[src/hdl/spq_pkg.sv]
// Shared types and constants for the sorted priority queue.
// Depends on nothing; every other file of the block imports it.
package spq_pkg;

   localparam int DEPTH          = 16;
   localparam int VALUE_WIDTH    = 32;
   localparam int PRIORITY_WIDTH = 16;
   localparam int COUNT_WIDTH    = $clog2(DEPTH + 1);
   localparam int CAP_WIDTH      = 5;

   // Operation codes carried in the cmd field
   localparam logic CMD_INSERT = 1'b0;
   localparam logic CMD_REMOVE = 1'b1;

   // Capacity in effect after reset
   localparam logic [CAP_WIDTH-1:0] CAP_RESET = CAP_WIDTH'(DEPTH);

   // One stored entry
   typedef struct packed {
      logic signed [VALUE_WIDTH-1:0]    value;
      logic signed [PRIORITY_WIDTH-1:0] prio;
   } slot_type;

   // Per-cycle control handed from the top level to each cell
   typedef struct packed {
      logic do_insert;
      logic do_remove;
      logic occupied;
   } cell_ctrl_type;

endpackage

[src/hdl/spq_interfaces.sv]
// Channel interfaces of the sorted priority queue: request, response and CSR write.
// Depends on spq_pkg for field widths.
interface spq_req_if import spq_pkg::*; ();
   logic                             valid;
   logic                             ready;
   logic                             cmd;
   logic signed [VALUE_WIDTH-1:0]    item_value;
   logic signed [PRIORITY_WIDTH-1:0] item_priority;

   modport source (output valid, cmd, item_value, item_priority, input ready);
   modport sink   (input valid, cmd, item_value, item_priority, output ready);
endinterface

interface spq_rsp_if import spq_pkg::*; ();
   logic                          valid;
   logic                          ready;
   logic                          ok;
   logic signed [VALUE_WIDTH-1:0] head_value;
   logic [COUNT_WIDTH-1:0]        entry_count;

   modport source (output valid, ok, head_value, entry_count, input ready);
   modport sink   (input valid, ok, head_value, entry_count, output ready);
endinterface

interface spq_csr_if import spq_pkg::*; ();
   logic                 valid;
   logic                 ready;
   logic [CAP_WIDTH-1:0] max_entries;

   modport source (output valid, max_entries, input ready);
   modport sink   (input valid, max_entries, output ready);
endinterface

[src/hdl/sorted_priority_queue.sv]
// Sorted priority queue: a row of spq_cell slots kept in descending priority order.
// Depends on spq_pkg, spq_interfaces (spq_req_if, spq_rsp_if, spq_csr_if) and spq_cell.
//
// Usage:
//   req: one transfer is one operation. cmd CMD_INSERT stores item_value with
//        item_priority behind every entry of greater or equal priority; cmd
//        CMD_REMOVE takes the head entry out.
//   rsp: exactly one transfer per request: ok, head_value (the removed value on a
//        successful remove, zero otherwise) and entry_count after the operation.
//        An insert when the count has reached the capacity, or a remove on an
//        empty queue, gives ok low and leaves the contents alone.
//   csr: writes max_entries, the capacity in use (values above 16 act as 16).
//        Write only while no operation is outstanding.
// Latency: the response is valid the cycle after the request transfer.
// Throughput: one operation per cycle while rsp accepts; all cells compare and shift
//   in parallel in the transfer cycle, and the registered response frees the input.
// Stall: while rsp is held with ready low, req.ready stays low once the response
//   register is full; nothing is lost.
// Reset: synchronous; empties the queue (count zero), sets the capacity to 16 and
//   drops any pending response. Slot contents are not cleared.
module sorted_priority_queue import spq_pkg::*; (
   input logic        clock,
   input logic        reset,
   spq_req_if.sink    req,
   spq_rsp_if.source  rsp,
   spq_csr_if.sink    csr
);

   logic [COUNT_WIDTH-1:0]        count_ff, count_in;
   logic [CAP_WIDTH-1:0]          cap_ff;
   logic                          rsp_valid_ff;
   logic                          ok_ff, ok_in;
   logic signed [VALUE_WIDTH-1:0] head_ff, head_in;

   logic                   accept;
   logic                   has_room;
   logic                   do_insert, do_remove;
   logic [COUNT_WIDTH:0]   cap_eff;
   slot_type               new_slot;
   slot_type               slots [DEPTH];
   logic                   keeps [DEPTH];

   // Capacity register; writes always land at once
   assign csr.ready = 1'b1;

   always_ff @(posedge clock) begin
      if (reset) begin
         cap_ff <= CAP_RESET;
      end else if (csr.valid) begin
         cap_ff <= csr.max_entries;
      end
   end

   // Clamp capacity to the number of cells
   always_comb begin
      if ({1'b0, cap_ff} > (CAP_WIDTH + 1)'(DEPTH)) begin
         cap_eff = (COUNT_WIDTH + 1)'(DEPTH);
      end else begin
         cap_eff = (COUNT_WIDTH + 1)'(cap_ff);
      end
   end

   // Take a request whenever the response register is free or draining
   assign req.ready = !rsp_valid_ff || rsp.ready;
   assign accept    = req.valid && req.ready;

   assign has_room  = ({1'b0, count_ff} < cap_eff);
   assign do_insert = accept && (req.cmd == CMD_INSERT) && has_room;
   assign do_remove = accept && (req.cmd == CMD_REMOVE) && (count_ff != '0);

   assign new_slot.value = req.item_value;
   assign new_slot.prio  = req.item_priority;

   // Row of cells; the head sits in cell 0
   for (genvar i = 0; i < DEPTH; i++) begin : g_cell
      cell_ctrl_type ctrl;
      slot_type      left_slot;
      slot_type      right_slot;
      logic          left_keeps;

      assign ctrl.do_insert = do_insert;
      assign ctrl.do_remove = do_remove;
      assign ctrl.occupied  = (COUNT_WIDTH'(i) < count_ff);

      if (i == 0) begin : g_first
         assign left_slot  = new_slot;
         assign left_keeps = 1'b1;
      end else begin : g_inner
         assign left_slot  = slots[i-1];
         assign left_keeps = keeps[i-1];
      end

      if (i == DEPTH - 1) begin : g_last
         assign right_slot = slots[i];
      end else begin : g_notlast
         assign right_slot = slots[i+1];
      end

      spq_cell u_cell (
         .clock      (clock),
         .ctrl       (ctrl),
         .new_slot   (new_slot),
         .left_slot  (left_slot),
         .right_slot (right_slot),
         .left_keeps (left_keeps),
         .slot       (slots[i]),
         .keeps      (keeps[i])
      );
   end

   // Next count and response payload
   always_comb begin
      count_in = count_ff;
      ok_in    = 1'b0;
      head_in  = '0;
      if (do_insert) begin
         count_in = count_ff + COUNT_WIDTH'(1);
         ok_in    = 1'b1;
      end else if (do_remove) begin
         count_in = count_ff - COUNT_WIDTH'(1);
         ok_in    = 1'b1;
         head_in  = slots[0].value;
      end
   end

   always_ff @(posedge clock) begin
      if (reset) begin
         count_ff     <= '0;
         rsp_valid_ff <= 1'b0;
      end else begin
         count_ff <= count_in;
         if (accept) begin
            rsp_valid_ff <= 1'b1;
         end else if (rsp.ready) begin
            rsp_valid_ff <= 1'b0;
         end
      end
   end

   // Load the response register on each request transfer
   always_ff @(posedge clock) begin
      if (accept) begin
         ok_ff   <= ok_in;
         head_ff <= head_in;
      end
   end

   assign rsp.valid       = rsp_valid_ff;
   assign rsp.ok          = ok_ff;
   assign rsp.head_value  = head_ff;
   assign rsp.entry_count = count_ff;

`ifndef SYNTHESIS
   a_count_bound : assert property (@(posedge clock) disable iff (reset)
      ({1'b0, count_ff} <= (COUNT_WIDTH + 1)'(DEPTH)))
      else $error("entry count above depth");

   a_remove_ok : assert property (@(posedge clock) disable iff (reset)
      (accept && (req.cmd == CMD_REMOVE) && (count_ff != '0)) |=>
      (rsp.valid && rsp.ok && (rsp.entry_count == $past(count_ff) - COUNT_WIDTH'(1))))
      else $error("remove on non-empty queue did not report success");

   a_full_reject : assert property (@(posedge clock) disable iff (reset)
      (accept && (req.cmd == CMD_INSERT) && !has_room) |=>
      (rsp.valid && !rsp.ok && (count_ff == $past(count_ff))))
      else $error("insert beyond capacity was not rejected");

   a_fail_zero : assert property (@(posedge clock) disable iff (reset)
      (rsp.valid && !rsp.ok) |-> (rsp.head_value == '0))
      else $error("failed operation returned nonzero value");
`endif

endmodule

[src/hdl/spq_cell.sv]
// One slot of the sorted chain: holds an entry and trades it with its neighbors.
// Depends on spq_pkg for slot_type and cell_ctrl_type.
module spq_cell import spq_pkg::*; (
   input  logic          clock,
   input  cell_ctrl_type ctrl,
   input  slot_type      new_slot,
   input  slot_type      left_slot,
   input  slot_type      right_slot,
   input  logic          left_keeps,
   output slot_type      slot,
   output logic          keeps
);

   slot_type slot_ff;
   slot_type slot_in;

   // An occupied cell stays in place when its stored priority is at least the incoming one
   assign keeps = ctrl.occupied &&
                  ($signed(slot_ff.prio) >= $signed(new_slot.prio));

   // Hold, take the new entry, shift right on insert, or shift left on remove
   always_comb begin
      slot_in = slot_ff;
      if (ctrl.do_insert) begin
         if (keeps) begin
            slot_in = slot_ff;
         end else if (left_keeps) begin
            slot_in = new_slot;
         end else begin
            slot_in = left_slot;
         end
      end else if (ctrl.do_remove) begin
         slot_in = right_slot;
      end
   end

   always_ff @(posedge clock) begin
      slot_ff <= slot_in;
   end

   assign slot = slot_ff;

endmodule

[src/flat_wrapper.sv]
// flat-port wrapper written by rule: the top's interface ports become plain ports
module sorted_priority_queue_flat import spq_pkg::*;
  (clock, reset, req_valid, req_cmd, req_item_value, req_item_priority, req_ready, rsp_valid, rsp_ok, rsp_head_value, rsp_entry_count, rsp_ready, csr_valid, csr_max_entries, csr_ready);
  spq_req_if req_i ();
  spq_rsp_if rsp_i ();
  spq_csr_if csr_i ();
  input logic clock;
  input logic reset;
  input wire logic [$bits(req_i.valid)-1:0] req_valid;
  input wire logic [$bits(req_i.cmd)-1:0] req_cmd;
  input wire logic [$bits(req_i.item_value)-1:0] req_item_value;
  input wire logic [$bits(req_i.item_priority)-1:0] req_item_priority;
  output wire logic [$bits(req_i.ready)-1:0] req_ready;
  output wire logic [$bits(rsp_i.valid)-1:0] rsp_valid;
  output wire logic [$bits(rsp_i.ok)-1:0] rsp_ok;
  output wire logic [$bits(rsp_i.head_value)-1:0] rsp_head_value;
  output wire logic [$bits(rsp_i.entry_count)-1:0] rsp_entry_count;
  input wire logic [$bits(rsp_i.ready)-1:0] rsp_ready;
  input wire logic [$bits(csr_i.valid)-1:0] csr_valid;
  input wire logic [$bits(csr_i.max_entries)-1:0] csr_max_entries;
  output wire logic [$bits(csr_i.ready)-1:0] csr_ready;
  assign req_i.valid = req_valid;
  assign req_i.cmd = req_cmd;
  assign req_i.item_value = req_item_value;
  assign req_i.item_priority = req_item_priority;
  assign req_ready = req_i.ready;
  assign rsp_valid = rsp_i.valid;
  assign rsp_ok = rsp_i.ok;
  assign rsp_head_value = rsp_i.head_value;
  assign rsp_entry_count = rsp_i.entry_count;
  assign rsp_i.ready = rsp_ready;
  assign csr_i.valid = csr_valid;
  assign csr_i.max_entries = csr_max_entries;
  assign csr_ready = csr_i.ready;
  sorted_priority_queue u_core (.clock(clock), .reset(reset), .req(req_i), .rsp(rsp_i), .csr(csr_i));
endmodule
[config.mk]
export PLATFORM = sky130hd
export DESIGN_NAME = sorted_priority_queue_flat
export DESIGN_NICKNAME = d
export VERILOG_FILES = /design/src/hdl/spq_pkg.sv /design/src/hdl/spq_interfaces.sv /design/src/hdl/sorted_priority_queue.sv /design/src/hdl/spq_cell.sv /design/src/flat_wrapper.sv
export SDC_FILE = /design/constraint.sdc
export NUM_CORES = 2
export LEC_CHECK = 0
export BUFFER_PORTS_ARGS = -buffer_cell sky130_fd_sc_hd__clkbuf_2
export CORE_MARGIN = 2
export CORE_UTILIZATION = 35
export DETAILED_ROUTE_END_ITERATION = 16
export SYNTH_ARGS = -nofsm -noshare
export SYNTH_HDL_FRONTEND = slang
export SYNTH_SLANG_ARGS = --single-unit
[constraint.sdc]
create_clock -name clock -period 7.6 [get_ports clock]
set_input_delay 1.14 -clock clock [delete_from_list [all_inputs] [get_ports clock]]
set_output_delay 1.14 -clock clock [all_outputs]
set_load 0.03 [all_outputs]
==> reports/qor.yml <==
clock_network:
  clk_pin_slew_worst_paths_ns: 0.06
  cts_buffer_depth: 3
  cts_buffers: 93
  root_buffer: "clkbuf_16"
  post_cts_resized: 0
  cts_htree_levels: 3
  clock_sinks: 812
  cts_post_setup_buffers_inserted: 0
  cts_tree: "yes"
  hold_buffers: 0
  insertion_delay_ns: 0.71
routing:
  via_count: 38183
  drc: 0
  wl_um: 162600
  drtAntennaViolNets: 0
  vias_per_cell: 5.924
  drt_pass1_iterations: 6
  drt_iter0_drc: 4282
  wl_per_cell_um: 25.22
worst_setup_path:
  crit_type: "in2reg"
  worstPathCellList: "clkbuf_2 > inv_1 > ha_1 > nor2b_1 > o211ai_1 > a2111oi_0 > nor4_1 > mux2i_4 > buf_4 > o21ai_0 > a21oi_1"
  reg2reg_slack_ns: 2.94
  arrival_ns: 5.91
  worstPathMaxFanout: 29
  reg2reg_from: "u_core.rsp.entry_count[3]"
  rr_endpoint: "u_core.g_cell[9].u_cell.slot[22]"
  worst_setup_path_end_kind: "register"
  critPathLaunchType: "input port"
  reg2reg_depth: 6
  worstPathRequired_ns: 8.13
  critPathMaxStageDelay_ns: 1.17
  slowest_stage: "mux2i_4"
cells_and_area:
  fin_cells: 6446
  fillers: 13073
  nNetsFinal: 4924
  drive_gt1_share_pct: 9.025
  syn_to_final_growth_pct: 10.96
  finalInstanceArea_sq_um: 52050
floorplan:
  die_y_um: 370.1
  placementRows: 134
  die_w_um: 370.1
  pin_count: 100
  core_area_sq_um: 133300
  start_util_pct: 35.19
  fp.dieArea_sq_um: 137000
pwr:
  swShare_pct: 39.40
  power_frac_comb_pct: 35.0
  switchingPower_mw: 7.333
  total_power_mw: 18.61
  leakage_nw: 19.26
  seq_power_share_pct: 41.0
  ir_drop_v: 0.0003296
  intPower_mw: 11.28
  power_per_cell_area_nw_per_um2: 357.6
  clockPowerShare_pct: 23.9
global_routing:
  grt_usage_pct: 23.17
  grt_max_degree: 180
  grt_pass1_vias: 37430
  grt_pass1_wl_um: 241500
  grt-ovfl-total: 0
  antenna_found_initial: 6
hold_path:
  hold-path-cell-count: 2
  holdCritPathClass: "reg2reg"
  holdPathEnd: "u_core.cap_ff[0]"
  hp-start: "u_core.cap_ff[0]"
timing:
  skew_ns: 0.03419
  hold_violations: 0
  final.setup.tns_ns: 0
  rsz0062_at_grt: "false"
  post-route-period-util_pct: 70.82
  fin_hold_ws_ns: 0.4921
  min_period_ns: 5.382
  worst_slew_pin_slew_ns: 1.297
  drv_slew: 0
  finalSetupViolCount: 0
  relSlewSlack_pct: 11.65
  max_freq_ghz: 0.1858
placed_design:
  dp_hpwl_um: 101600
  placed_area_sq_um: 49150
  io_buffers: 98
  placed_cells: 6274
  gp_congestion: 0.9849
synthesis:
  synth_edf_count: 801
  synthCells: 4715
  ys_seq_elements: 812
  async_flop_share_pct: 0
  syn-num-nets: 5038
  yosys.cell_types.count: 65
  ys_seq_area_share_pct: 51.74
  yosys_warnings: 0
  synthFlopType: "edfxtp_1"
  netlist_area_sq_um: 46910
  syn_avg_cell_area_sq_um: 9.949
job:
  maxCapViolCount: 0
outcome:
  outcome: "complete, no violations"
## worst max-delay path by stage
stage                                     from                                end  slack, ns  cells past startpoint
after floorplan           req_item_priority[6]    u_core.g_cell[6].u_cell.slot[0]       0.15                     12
after detailed placement  req_item_priority[1]  u_core.g_cell[11].u_cell.slot[46]       1.64                     11
after global routing      req_item_priority[1]   u_core.g_cell[11].u_cell.slot[6]       2.05                     11
after global placement    req_item_priority[1]  u_core.g_cell[11].u_cell.slot[46]       1.75                     11
after CTS                 req_item_priority[1]  u_core.g_cell[11].u_cell.slot[46]       2.39                     11
final                     req_item_priority[1]   u_core.g_cell[11].u_cell.slot[4]       2.22                     11
## logic make-up after synthesis
group | count (synthesis) | share of synthesized area [%]
AO/OA/AOI/OAI | 1323 | 15.97
XOR/XNOR | 4 | 0.07470
adder cells (fa/ha/maj) | 264 | 7.042
buffers and inverters | 450 | 3.974
flip-flops | 812 | 51.74
multiplexers | 325 | 7.066
other | 1 | 0.007994
AND/OR/NAND/NOR | 1536 | 14.13
## cell usage in the layout, fill, tap and decap left out, drive strengths merged, types with 7 or more instances in the layout
cell type / Yosys / final
a211oi: 17 / 17
a21o: 30 / 30
a21oi: 647 / 647
a31oi: 7 / 7
and2: 36 / 36
buf: 119 / 93
clkbuf: 281 / 213
clkinv: 0 / 41
dfxtp: 11 / 11
edfxtp: 801 / 801
ha: 264 / 264
inv: 50 / 56
mux2: 49 / 49
mux2i: 276 / 276
nand2: 494 / 494
nand2b: 12 / 12
nand3: 161 / 161
nand4: 39 / 39
nor2: 528 / 528
nor2b: 14 / 14
nor3: 212 / 212
nor4: 8 / 8
o211ai: 142 / 142
o21ai: 322 / 322
o22ai: 96 / 96
## cells in the mapped netlist (7+ instances only)
cell	number	area share, %
buf_2	76	0.81
mux2i_1	276	5.9
buf_4	7	0.11
inv_1	50	0.40
dfxtp_1	11	0.47
and2_1	36	0.48
nor2b_1	14	0.19
ha_1	264	7.0
edfxtp_1	801	51
nand3_1	161	1.7
nand4_1	39	0.52
a21o_1	30	0.48
nand2b_1	12	0.16
a211oi_1	14	0.22
nand2_1	494	4.0
nor2_1	528	4.2
mux2_2	49	1.2
o211ai_1	142	2.3
buf_1	30	0.24
nor4_1	8	0.11
clkbuf_1	281	2.2
o22ai_1	96	1.3
a21oi_1	647	6.9
nor3_1	212	2.3
o21ai_0	316	3.4
## area by class of cell
cell class                 count  area, sq um  share of cell area [%]
sequential                   812        24270                   46.63
multi-input combinational   3453        21150                   40.63
clock buffer                 115         2452                   4.711
tap                         1768         2212                   4.250
timing repair buffer         191         1326                   2.548
clock inverter                55        447.9                  0.8606
inverter                      50        187.7                  0.3606
antenna                        2        5.005                0.009615
## power by group through the flow
stage / combinational, mW / sequential, mW / clock [mW]
after floorplan: 4.14 / 7.46 / 0
after global placement: 6.28 / 7.66 / 0
after detailed placement: 6.43 / 7.67 / 0
after CTS: 6.45 / 7.60 / 4.53
after global routing: 7.07 / 7.74 / 4.68
final: 6.52 / 7.63 / 4.46
## through the flow
step                      worst slack (ns)  util [%]
after floorplan                     0.1460         -
after global placement               1.749     36.87
after detailed placement             1.640     36.87
after CTS                            2.389     39.05
final                                2.218     39.05
after global routing                 2.051     39.05
## worst max-delay path, delay by kind of cell
kind	cells	cell delay, ns
compound gates	4	0.74
buf+inv	3	1.44
simple gates	2	1.03
mux	1	1.17
fa+ha+maj	1	0.36
## metal layers
metal | global-route usage (%) | vias to the layer above | share of wire [%] | wire, um
li1 | - | 17265 | - | -
met1 | 30.75 | 18868 | 42 | 68280
met2 | 37.01 | 1725 | 46 | 74130
met3 | 4.173 | 317 | 8.1 | 13210
met4 | 10.08 | 8 | 4.3 | 6913
met5 | 0 | - | 0.027 | 44
## state kept, by name, summed over array words and instances, names as in the netlist
signal	flops
u_core.g_cell.u_cell.slot	768
u_core.rsp.head_value	32
u_core.cap_ff	5
u_core.rsp.entry_count	5
u_core.rsp.ok	1
u_core.rsp.valid	1
Power figures use the tool's default switching activity.
